### config.mk
export PLATFORM = sky130hd
export DESIGN_NAME = torus_walk_coverage_tracker
export DESIGN_NICKNAME = d
export VERILOG_FILES = /design/src/sv/twct_pkg.sv /design/src/sv/twct_ram.sv /design/src/sv/twct_alu.sv /design/src/sv/torus_walk_coverage_tracker.sv
export SDC_FILE = /design/constraint.sdc
export NUM_CORES = 2
export LEC_CHECK = 0
export BUFFER_PORTS_ARGS = -buffer_cell sky130_fd_sc_hd__buf_2
export CORE_ASPECT_RATIO = 0.9
export CORE_MARGIN = 5
export CORE_UTILIZATION = 40
export CTS_CLUSTER_DIAMETER = 100
export DETAILED_ROUTE_END_ITERATION = 6
export HOLD_SLACK_MARGIN = 0.03
export PLACE_DENSITY = 0.62
export SYNTH_ARGS = -nofsm -noshare
export SYNTH_HDL_FRONTEND = slang
export SYNTH_SLANG_ARGS = --single-unit
### constraint.sdc
create_clock -name aclk -period 76.4 [get_ports aclk]
set_input_delay 7.64 -clock aclk [delete_from_list [all_inputs] [get_ports aclk]]
set_output_delay 7.64 -clock aclk [all_outputs]
set_load 0.02 [all_outputs]
### src/sv/twct_pkg.sv
package twct_pkg;

    localparam int FRAC_BITS     = 16;
    localparam int STEP_W        = 32;
    localparam int POS_W         = 26;
    localparam int AGE_W         = 40;
    localparam int CNT_W         = 10;
    localparam int CELL_W        = 11;
    localparam int KIND_W        = 3;
    localparam int ALU_W         = 35;
    localparam int DIV_W         = 32;
    localparam int TDATA_W       = 80;
    localparam int TUSER_W       = 4;
    localparam int APB_AW        = 3;
    localparam int APB_DW        = 32;
    localparam int DEF_MAX_CELLS = 1024;
    localparam int RING_RESET    = 1024;
    localparam int MIN_CELLS     = 2;

    typedef enum logic [KIND_W-1:0] {
        KIND_INSIDE  = 3'd0,
        KIND_WRAP_UP = 3'd1,
        KIND_OVER_UP = 3'd2,
        KIND_WRAP_DN = 3'd3,
        KIND_OVER_DN = 3'd4
    } kind_t;

    typedef enum logic {
        ALU_ADD,
        ALU_SUB
    } alu_op_t;

    typedef struct packed {
        logic [ALU_W-1:0] sum;
        logic             neg;
        logic             zero;
    } alu_res_t;

endpackage

### src/sv/twct_ram.sv
module twct_ram #(
    parameter int WIDTH = 1,
    parameter int DEPTH = twct_pkg::DEF_MAX_CELLS
) (
    input  logic                     aclk,
    input  logic                     wr_en,
    input  logic [$clog2(DEPTH)-1:0] wr_addr,
    input  logic [WIDTH-1:0]         wr_data,
    input  logic [$clog2(DEPTH)-1:0] rd_addr,
    output logic [WIDTH-1:0]         rd_data
);

    logic [WIDTH-1:0] mem_reg [DEPTH];
    logic [WIDTH-1:0] rd_data_reg;

    always_ff @(posedge aclk) begin
        if (wr_en) begin
            mem_reg[wr_addr] <= wr_data;
        end
        rd_data_reg <= mem_reg[rd_addr];
    end

    assign rd_data = rd_data_reg;

endmodule

### src/sv/twct_alu.sv
module twct_alu (
    input  twct_pkg::alu_op_t              op,
    input  logic [twct_pkg::ALU_W-1:0]     a,
    input  logic [twct_pkg::ALU_W-1:0]     b,
    output twct_pkg::alu_res_t             res
);

    import twct_pkg::*;

    logic [ALU_W-1:0] sum;

    always_comb begin
        unique case (op)
            ALU_ADD: sum = a + b;
            ALU_SUB: sum = a - b;
            default: sum = a + b;
        endcase
    end

    assign res.sum  = sum;
    assign res.neg  = sum[ALU_W-1];
    assign res.zero = (sum == '0);

endmodule

### src/sv/torus_walk_coverage_tracker.sv
// one item at a time; s_tready is high only while the sequencer is idle
// step inside the ring: add, compare, then each cell swept is read and marked
// single wrap: two mark ranges, one cycle per cell each
// overshoot: the remainder takes 32 passes of the shared adder
// reset, restart and ring_cells write: clearing pass over every ring cell of
// the visited map (1024 after reset), cell 0 marked, before the next item is taken
module torus_walk_coverage_tracker #(
    parameter int MAX_CELLS = twct_pkg::DEF_MAX_CELLS
) (
    input  logic                           aclk,
    input  logic                           aresetn,
    input  logic                           s_tvalid,
    output logic                           s_tready,
    input  logic [twct_pkg::STEP_W-1:0]    s_tdata,   // step_value
    input  logic                           s_tuser,   // restart
    output logic                           m_tvalid,
    input  logic                           m_tready,
    output logic [twct_pkg::TDATA_W-1:0]   m_tdata,   // wrapped_position, age, cells_left
    output logic [twct_pkg::TUSER_W-1:0]   m_tuser,   // crossing_kind, done_cause
    output logic                           m_tlast,
    input  logic                           psel,
    input  logic                           penable,
    input  logic                           pwrite,
    input  logic [twct_pkg::APB_AW-1:0]    paddr,
    input  logic [twct_pkg::APB_DW-1:0]    pwdata,
    output logic [twct_pkg::APB_DW-1:0]    prdata,
    output logic                           pready
);

    import twct_pkg::*;

    localparam int IDX_W = $clog2(MAX_CELLS);
    localparam int DCW   = $clog2(DIV_W);
    localparam logic [CELL_W-1:0] MAX_SZ = CELL_W'(MAX_CELLS);

    typedef enum logic [3:0] {
        ST_IDLE, ST_CLR, ST_ADD, ST_SUBS, ST_ADDS, ST_CMPO,
        ST_NEG, ST_DIV, ST_FIX, ST_MRD, ST_MCK, ST_OUT
    } state_t;

    function automatic logic [CELL_W-1:0] clamp_size(input logic [CELL_W-1:0] v);
        logic [CELL_W-1:0] r;
        if (v < CELL_W'(MIN_CELLS)) begin
            r = CELL_W'(MIN_CELLS);
        end else if (int'(v) > MAX_CELLS) begin
            r = MAX_SZ;
        end else begin
            r = v;
        end
        return r;
    endfunction

    function automatic logic [CELL_W-1:0] cell_of(input logic [ALU_W-1:0] x);
        return x[FRAC_BITS+CELL_W-1:FRAC_BITS];
    endfunction

    state_t              state_reg;
    logic [CELL_W-1:0]   ring_reg;
    logic [POS_W-1:0]    pos_reg;
    logic [CNT_W-1:0]    cnt_reg;
    logic [AGE_W-1:0]    age_reg;
    logic                fin_reg;
    kind_t               kind_reg;
    logic [STEP_W-1:0]   step_reg;
    logic [ALU_W-1:0]    now_reg;
    logic [ALU_W-1:0]    t_reg;
    logic [ALU_W-1:0]    rem_reg;
    logic [DIV_W-1:0]    q_reg;
    logic [DCW-1:0]      div_cnt_reg;
    logic [CELL_W-1:0]   cur_reg;
    logic [CELL_W-1:0]   end_reg;
    logic [CELL_W-1:0]   b_lo_reg;
    logic [CELL_W-1:0]   b_hi_reg;
    logic                two_reg;
    logic [CELL_W-1:0]   clr_reg;
    logic                clr_out_reg;
    logic                m_valid_reg;
    logic [TDATA_W-1:0]  m_tdata_reg;
    logic [TUSER_W-1:0]  m_tuser_reg;
    logic                m_tlast_reg;

    logic [CELL_W-1:0]   sz;
    logic [CELL_W-1:0]   last;
    logic [ALU_W-1:0]    sfix;
    logic [ALU_W-1:0]    old_ext;
    logic [ALU_W-1:0]    step_ext;
    logic [ALU_W-1:0]    trial;
    logic                now_neg;
    logic                step_neg;
    logic [CELL_W-1:0]   lo_cell;
    logic [CELL_W-1:0]   hi_raw;
    logic [CELL_W-1:0]   hi_cell;
    logic [CELL_W-1:0]   cur_inc;
    logic [CNT_W-1:0]    cnt_dec;
    logic                cfg_we;
    logic                cfg_hit;
    logic                s_accept;
    logic                m_load;

    alu_op_t             alu_op;
    logic [ALU_W-1:0]    alu_a;
    logic [ALU_W-1:0]    alu_b;
    alu_res_t            alu_res;

    logic                ram_we;
    logic [IDX_W-1:0]    ram_waddr;
    logic                ram_wdata;
    logic [IDX_W-1:0]    ram_raddr;
    logic                ram_rdata;

    assign sz       = clamp_size(ring_reg);
    assign last     = sz - CELL_W'(1);
    assign sfix     = ALU_W'({sz, {FRAC_BITS{1'b0}}});
    assign old_ext  = ALU_W'(pos_reg);
    assign step_ext = {{(ALU_W-STEP_W){step_reg[STEP_W-1]}}, step_reg};
    assign trial    = {rem_reg[ALU_W-2:0], q_reg[DIV_W-1]};
    assign now_neg  = now_reg[ALU_W-1];
    assign step_neg = step_reg[STEP_W-1];
    assign lo_cell  = cell_of(step_neg ? now_reg : old_ext);
    assign hi_raw   = cell_of(step_neg ? old_ext : now_reg);
    assign hi_cell  = (hi_raw > last) ? last : hi_raw;
    assign cur_inc  = cur_reg + CELL_W'(1);
    assign cnt_dec  = (!ram_rdata && cnt_reg != '0) ? cnt_reg - CNT_W'(1) : cnt_reg;

    assign cfg_we   = psel & penable & pwrite;
    assign cfg_hit  = cfg_we & ~paddr[2];
    assign pready   = 1'b1;
    assign prdata   = paddr[2] ? '0 : APB_DW'(ring_reg);

    assign s_tready = (state_reg == ST_IDLE) && !cfg_we;
    assign s_accept = s_tvalid & s_tready;
    assign m_load   = (state_reg == ST_OUT) && !cfg_hit && (!m_valid_reg || m_tready);

    assign m_tvalid = m_valid_reg;
    assign m_tdata  = m_tdata_reg;
    assign m_tuser  = m_tuser_reg;
    assign m_tlast  = m_tlast_reg;

    always_comb begin
        alu_op = ALU_ADD;
        alu_a  = now_reg;
        alu_b  = sfix;
        unique case (state_reg)
            ST_ADD: begin
                alu_a = old_ext;
                alu_b = step_ext;
            end
            ST_SUBS: alu_op = ALU_SUB;
            ST_CMPO: begin
                alu_op = ALU_SUB;
                alu_a  = t_reg;
                alu_b  = old_ext;
            end
            ST_NEG: begin
                alu_op = ALU_SUB;
                alu_a  = '0;
                alu_b  = now_reg;
            end
            ST_DIV: begin
                alu_op = ALU_SUB;
                alu_a  = trial;
            end
            ST_FIX: begin
                alu_op = ALU_SUB;
                alu_a  = sfix;
                alu_b  = rem_reg;
            end
            default: alu_op = ALU_ADD;
        endcase
    end

    twct_alu u_alu (
        .op  (alu_op),
        .a   (alu_a),
        .b   (alu_b),
        .res (alu_res)
    );

    always_comb begin
        ram_we    = (state_reg == ST_CLR) || (state_reg == ST_MCK && !ram_rdata);
        ram_waddr = (state_reg == ST_CLR) ? clr_reg[IDX_W-1:0] : cur_reg[IDX_W-1:0];
        ram_wdata = (state_reg == ST_CLR) ? (clr_reg == '0) : 1'b1;
        ram_raddr = (state_reg == ST_MCK) ? cur_inc[IDX_W-1:0] : cur_reg[IDX_W-1:0];
    end

    twct_ram #(
        .WIDTH (1),
        .DEPTH (MAX_CELLS)
    ) u_visited (
        .aclk    (aclk),
        .wr_en   (ram_we),
        .wr_addr (ram_waddr),
        .wr_data (ram_wdata),
        .rd_addr (ram_raddr),
        .rd_data (ram_rdata)
    );

    always_ff @(posedge aclk) begin
        if (!aresetn) begin
            state_reg   <= ST_CLR;
            ring_reg    <= CELL_W'(RING_RESET);
            pos_reg     <= '0;
            cnt_reg     <= CNT_W'(clamp_size(CELL_W'(RING_RESET)) - CELL_W'(1));
            age_reg     <= '0;
            fin_reg     <= 1'b0;
            kind_reg    <= KIND_INSIDE;
            two_reg     <= 1'b0;
            clr_reg     <= '0;
            clr_out_reg <= 1'b0;
            m_valid_reg <= 1'b0;
        end else begin
            if (m_valid_reg && m_tready && !m_load) begin
                m_valid_reg <= 1'b0;
            end
            if (cfg_hit) begin
                ring_reg    <= pwdata[CELL_W-1:0];
                pos_reg     <= '0;
                cnt_reg     <= CNT_W'(clamp_size(pwdata[CELL_W-1:0]) - CELL_W'(1));
                age_reg     <= '0;
                fin_reg     <= 1'b0;
                clr_reg     <= '0;
                clr_out_reg <= 1'b0;
                state_reg   <= ST_CLR;
            end else begin
                unique case (state_reg)
                    ST_IDLE: begin
                        if (s_accept) begin
                            kind_reg <= KIND_INSIDE;
                            if (s_tuser) begin
                                pos_reg     <= '0;
                                age_reg     <= '0;
                                fin_reg     <= 1'b0;
                                cnt_reg     <= CNT_W'(last);
                                clr_reg     <= '0;
                                clr_out_reg <= 1'b1;
                                state_reg   <= ST_CLR;
                            end else if (fin_reg) begin
                                state_reg <= ST_OUT;
                            end else begin
                                step_reg  <= s_tdata;
                                state_reg <= ST_ADD;
                            end
                        end
                    end
                    ST_CLR: begin
                        if (clr_reg == last) begin
                            state_reg <= clr_out_reg ? ST_OUT : ST_IDLE;
                        end else begin
                            clr_reg <= clr_reg + CELL_W'(1);
                        end
                    end
                    ST_ADD: begin
                        now_reg <= alu_res.sum;
                        if (age_reg != '1) begin
                            age_reg <= age_reg + AGE_W'(1);
                        end
                        state_reg <= ST_SUBS;
                    end
                    ST_SUBS: begin
                        t_reg <= alu_res.sum;
                        if (!now_neg && (alu_res.neg || alu_res.zero)) begin
                            kind_reg  <= KIND_INSIDE;
                            pos_reg   <= alu_res.zero ? '0 : now_reg[POS_W-1:0];
                            cur_reg   <= lo_cell;
                            end_reg   <= hi_cell;
                            two_reg   <= 1'b0;
                            state_reg <= ST_MRD;
                        end else if (!now_neg) begin
                            state_reg <= ST_CMPO;
                        end else begin
                            state_reg <= ST_ADDS;
                        end
                    end
                    ST_ADDS: begin
                        t_reg     <= alu_res.sum;
                        state_reg <= ST_CMPO;
                    end
                    ST_CMPO: begin
                        if (!now_neg) begin
                            if (alu_res.neg || alu_res.zero) begin
                                kind_reg  <= KIND_WRAP_UP;
                                pos_reg   <= t_reg[POS_W-1:0];
                                cur_reg   <= '0;
                                end_reg   <= cell_of(t_reg);
                                b_lo_reg  <= cell_of(old_ext);
                                b_hi_reg  <= last;
                                two_reg   <= 1'b1;
                                state_reg <= ST_MRD;
                            end else begin
                                kind_reg  <= KIND_OVER_UP;
                                state_reg <= ST_NEG;
                            end
                        end else begin
                            if (!alu_res.neg) begin
                                kind_reg  <= KIND_WRAP_DN;
                                pos_reg   <= t_reg[POS_W-1:0];
                                cur_reg   <= '0;
                                end_reg   <= cell_of(old_ext);
                                b_lo_reg  <= cell_of(t_reg);
                                b_hi_reg  <= last;
                                two_reg   <= 1'b1;
                                state_reg <= ST_MRD;
                            end else begin
                                kind_reg  <= KIND_OVER_DN;
                                state_reg <= ST_NEG;
                            end
                        end
                    end
                    ST_NEG: begin
                        q_reg       <= now_neg ? alu_res.sum[DIV_W-1:0] : now_reg[DIV_W-1:0];
                        rem_reg     <= '0;
                        div_cnt_reg <= '0;
                        state_reg   <= ST_DIV;
                    end
                    ST_DIV: begin
                        rem_reg <= alu_res.neg ? trial : alu_res.sum;
                        q_reg   <= {q_reg[DIV_W-2:0], 1'b0};
                        if (div_cnt_reg == DCW'(DIV_W - 1)) begin
                            state_reg <= ST_FIX;
                        end else begin
                            div_cnt_reg <= div_cnt_reg + DCW'(1);
                        end
                    end
                    ST_FIX: begin
                        pos_reg   <= (now_neg && rem_reg != '0) ? alu_res.sum[POS_W-1:0]
                                                                : rem_reg[POS_W-1:0];
                        fin_reg   <= 1'b1;
                        state_reg <= ST_OUT;
                    end
                    ST_MRD: begin
                        state_reg <= ST_MCK;
                    end
                    ST_MCK: begin
                        cnt_reg <= cnt_dec;
                        if (cur_reg == end_reg) begin
                            if (two_reg) begin
                                cur_reg   <= b_lo_reg;
                                end_reg   <= b_hi_reg;
                                two_reg   <= 1'b0;
                                state_reg <= ST_MRD;
                            end else begin
                                fin_reg   <= (cnt_dec == '0);
                                state_reg <= ST_OUT;
                            end
                        end else begin
                            cur_reg <= cur_inc;
                        end
                    end
                    ST_OUT: begin
                        if (m_load) begin
                            m_valid_reg <= 1'b1;
                            m_tdata_reg <= TDATA_W'({cnt_reg, age_reg, pos_reg});
                            m_tuser_reg <= {fin_reg && (cnt_reg != '0), kind_reg};
                            m_tlast_reg <= fin_reg;
                            state_reg   <= ST_IDLE;
                        end
                    end
                    default: state_reg <= ST_IDLE;
                endcase
            end
        end
    end

endmodule
==> results.sh <==
export IMPL_period_share_pct=20.87
export IMPL_rsz0062_at_grt="no"
export IMPL_die_h_um=401.7
export IMPL_path_depth=4
export IMPL_cts_sinks=1433
export IMPL_synth_seq_cells=1433
export IMPL_fin_skew_ns=0.06714
export IMPL_cts_buffer_depth=3
export IMPL_hold_viol=0
export IMPL_drc=21
export IMPL_violations="design-rule violations"
export IMPL_powerDensity_mw_per_mm2=34.84
export IMPL_cpMostUsedCell="buf_2"
export IMPL_timing_setup_tns_ns=0
export IMPL_ys_types=91
export IMPL_final_max_slew_viol_count=0
export IMPL_crit_fanout=4
export IMPL_cts_repair_resized=0
export IMPL_avgSynthCellArea_um2=12.67
export IMPL_r2r_cells=23
export IMPL_clk_latency_ns=0.81
export IMPL_slowest_stage="and3_1"
export IMPL_ir_drop_v=0.00005828
export IMPL_cts_buffers=150
export IMPL_cp_start_kind="primary input"
export IMPL_syn_inst=5384
export IMPL_nets=5485
export IMPL_htree_num_levels=4
export IMPL_worst_pin_slew_ns=1.286
export IMPL_synth_most_common_cell="edfxtp_1"
export IMPL_via_per_inst=5.942
export IMPL_seq_area_frac_synth_pct=61.48
export IMPL_gp_congestion=0.9288
export IMPL_wl_per_cell_um=25.66
export IMPL_yosysTopAreaCell="edfxtp_1"
export IMPL_min_path_type="reg2reg"
export IMPL_firstDrtPassIters=7
export IMPL_crit_chain="buf_2, nand3_1, and3_1, buf_2"
export IMPL_drtIter0Drc=5861
export IMPL_fmax_mhz=62.73
export IMPL_grt_overflow=0
export IMPL_ctsRootBufferMaster="clkbuf_16"
export IMPL_track_usage_pct=21.56
export IMPL_ctsHoldBuffers=0
export IMPL_crit_path_end_kind="output port"
export IMPL_fin_cells=7730
export IMPL_worstPathRequired_ns=68.76
export IMPL_synth_top_area_share_pct=58.25
export IMPL_dp_slack_ns=60.46
export IMPL_die_area_mm2=0.1789
export IMPL_p_total_uw=2645
export IMPL_core_mm2=0.1693
export IMPL_worst_slack_ns=60.46
export IMPL_area_growth_pct=11.33
export IMPL_chipWidth_um=445.3
export IMPL_ios=195
export IMPL_setup_violations=0
export IMPL_placed_cells=7449
export IMPL_synth_ff_type="edfxtp_1"
export IMPL_grt_max_degree=278
export IMPL_path_class="in2out"
export IMPL_grt_pass1_vias=44610
export IMPL_multi_input_area_mm2=0.02444
export IMPL_synth_edf_count=1323
export IMPL_drv_cap=0
export IMPL_slowest_delay_ns=0.25
export IMPL_period_needed_ns=15.94
export IMPL_cp_num_buf_inv=2
export IMPL_async_flop_share_pct=0
export IMPL_antenna_found_initial=6
export IMPL_outcome="finished with violations"
export IMPL_largest_reg_flops=1024
export IMPL_clk_pin_slew_ns=0.06
export IMPL_port_buffers=145
export IMPL_grt_pass1_wl_um=293000
export IMPL_netlist_area_mm2=0.06820
export IMPL_crit_family="simple AND/OR/NAND/NOR gates"
export IMPL_layout_drive_gt1_share_pct=16.94
export IMPL_post_cts_setup_buffer_count=0
export IMPL_n_fill_cell=15350
export IMPL_row_count=143
export IMPL_register_area_mm2=0.04193
export IMPL_cts_tree="done"
export IMPL_hpwl_um=116200
export IMPL_synthTopCellsByArea="edfxtp_1, mux4_2, nor2_1"
export IMPL_p_leak_uw=0.02360
export IMPL_num_vias=45930
export IMPL_hold_depth=0
export IMPL_final_util_pct=44.86
export IMPL_initial_core_util_pct=40.29
export IMPL_synth_common_cells="edfxtp_1, nor2_1, nand2_1"
export IMPL_ant_nets=0
export IMPL_relSlewSlack_pct=13.07
export IMPL_critPathArrivalTime_ns=8.30
export IMPL_wirelength_um=198300
export IMPL_synth_warnings=0
-- report_power, final --
part | leakage (uW) | switching, uW | total (uW) | internal [uW]
clock network | 0.00236 | 321 | 722 | 400
registers | 0.0127 | 20.7 | 1090 | 1070
logic | 0.00857 | 624 | 833 | 208
total | 0.0236 | 966 | 2650 | 1680
-- logic make-up (layout without fill, tap and decap cells) --
kind of cell | Yosys count | in the layout | share of synthesized area, %
other cells | 2 | 30 | 0.01101
fa+ha+maj | 56 | 56 | 1.038
buf+inv | 530 | 601 | 3.194
compound gates | 792 | 792 | 8.021
mux | 422 | 422 | 12.14
simple gates | 2016 | 2016 | 12.40
flops | 1433 | 1433 | 61.48
xor+xnor | 133 | 133 | 1.708
-- worst paths after layout --
kind / slack (ns) / from / endpoint
worst max-delay path: 60.46 / pwrite / s_tready
worst min-delay path: 0.43 / kind_reg[0] / m_tuser[0]
worst max register to register: 67.24 / state_reg[3] / pos_reg[3]
worst min register to register: 0.43 / kind_reg[0] / m_tuser[0]
-- worst register-to-register path: stages (launching register included) --
cell      delay (ns)
dfxtp_1         0.33
buf_4           0.35
and4bb_4        0.50
buf_4           0.39
a221oi_1        0.59
nand4_1         0.21
nor4_1          0.70
nand3_1         0.40
o21ai_0         0.32
xnor2_1         0.10
ha_1            0.37
and2_1          0.25
and2_1          0.25
a21oi_1         0.29
o221ai_1        0.23
a311oi_1        0.57
o221ai_1        0.29
nor4_1          0.58
and4_1          0.50
o211a_1         0.18
buf_4           0.40
or2_1           0.64
buf_4           0.48
a21oi_1         0.13
-- cells in the final DEF, fill, tap and decap left out, types with 23 or more instances in the layout --
cell type,n
edfxtp_1,1323
nor2_1,1272
nand2_1,335
mux4_2,320
a21oi_1,164
clkbuf_16,150
buf_2,145
o21ai_0,137
dfxtp_1,110
buf_4,105
nand3_1,93
xnor2_1,71
a22oi_1,69
inv_1,68
mux2i_1,59
xor2_1,59
ha_1,55
a222oi_1,53
nor3_1,47
o31ai_1,44
mux2_2,42
o21a_1,38
clkbuf_1,36
nand2_2,32
clkinv_1,32
nor4_1,30
nand4_1,29
o22ai_1,28
conb_1,26
and3_1,25
nor2b_1,24
a21o_1,24
and2_1,23
a31oi_1,23
-- final cells by class --
class                      count  area share (%)
clock inverter                79           1.065
antenna                        4         0.01318
sequential                  1433           55.22
timing repair buffer         255           2.126
clock buffer                 198           5.339
multi-input combinational   3445           32.19
tap                         2247           3.703
inverter                      69          0.3444
-- routing by layer --
layer	track usage (%)	wire [um]	up-vias
met5	0.1614	12	-
li1	-	-	20000
met2	34.04	92520	2128
met3	4.224	17490	384
met4	7.368	6403	2
met1	30.02	81910	23420
-- stage by stage --
step           cell area (um2)  hold WS, ns
2_1_floorplan            68290       0.4000
3_3_place_gp             71060       0.4119
3_5_place_dp             71060       0.4102
4_1_cts                  75920       0.4274
5_1_grt                  75930       0.4569
6_report                 75930       0.4253
Power figures use the tool's default switching activity.
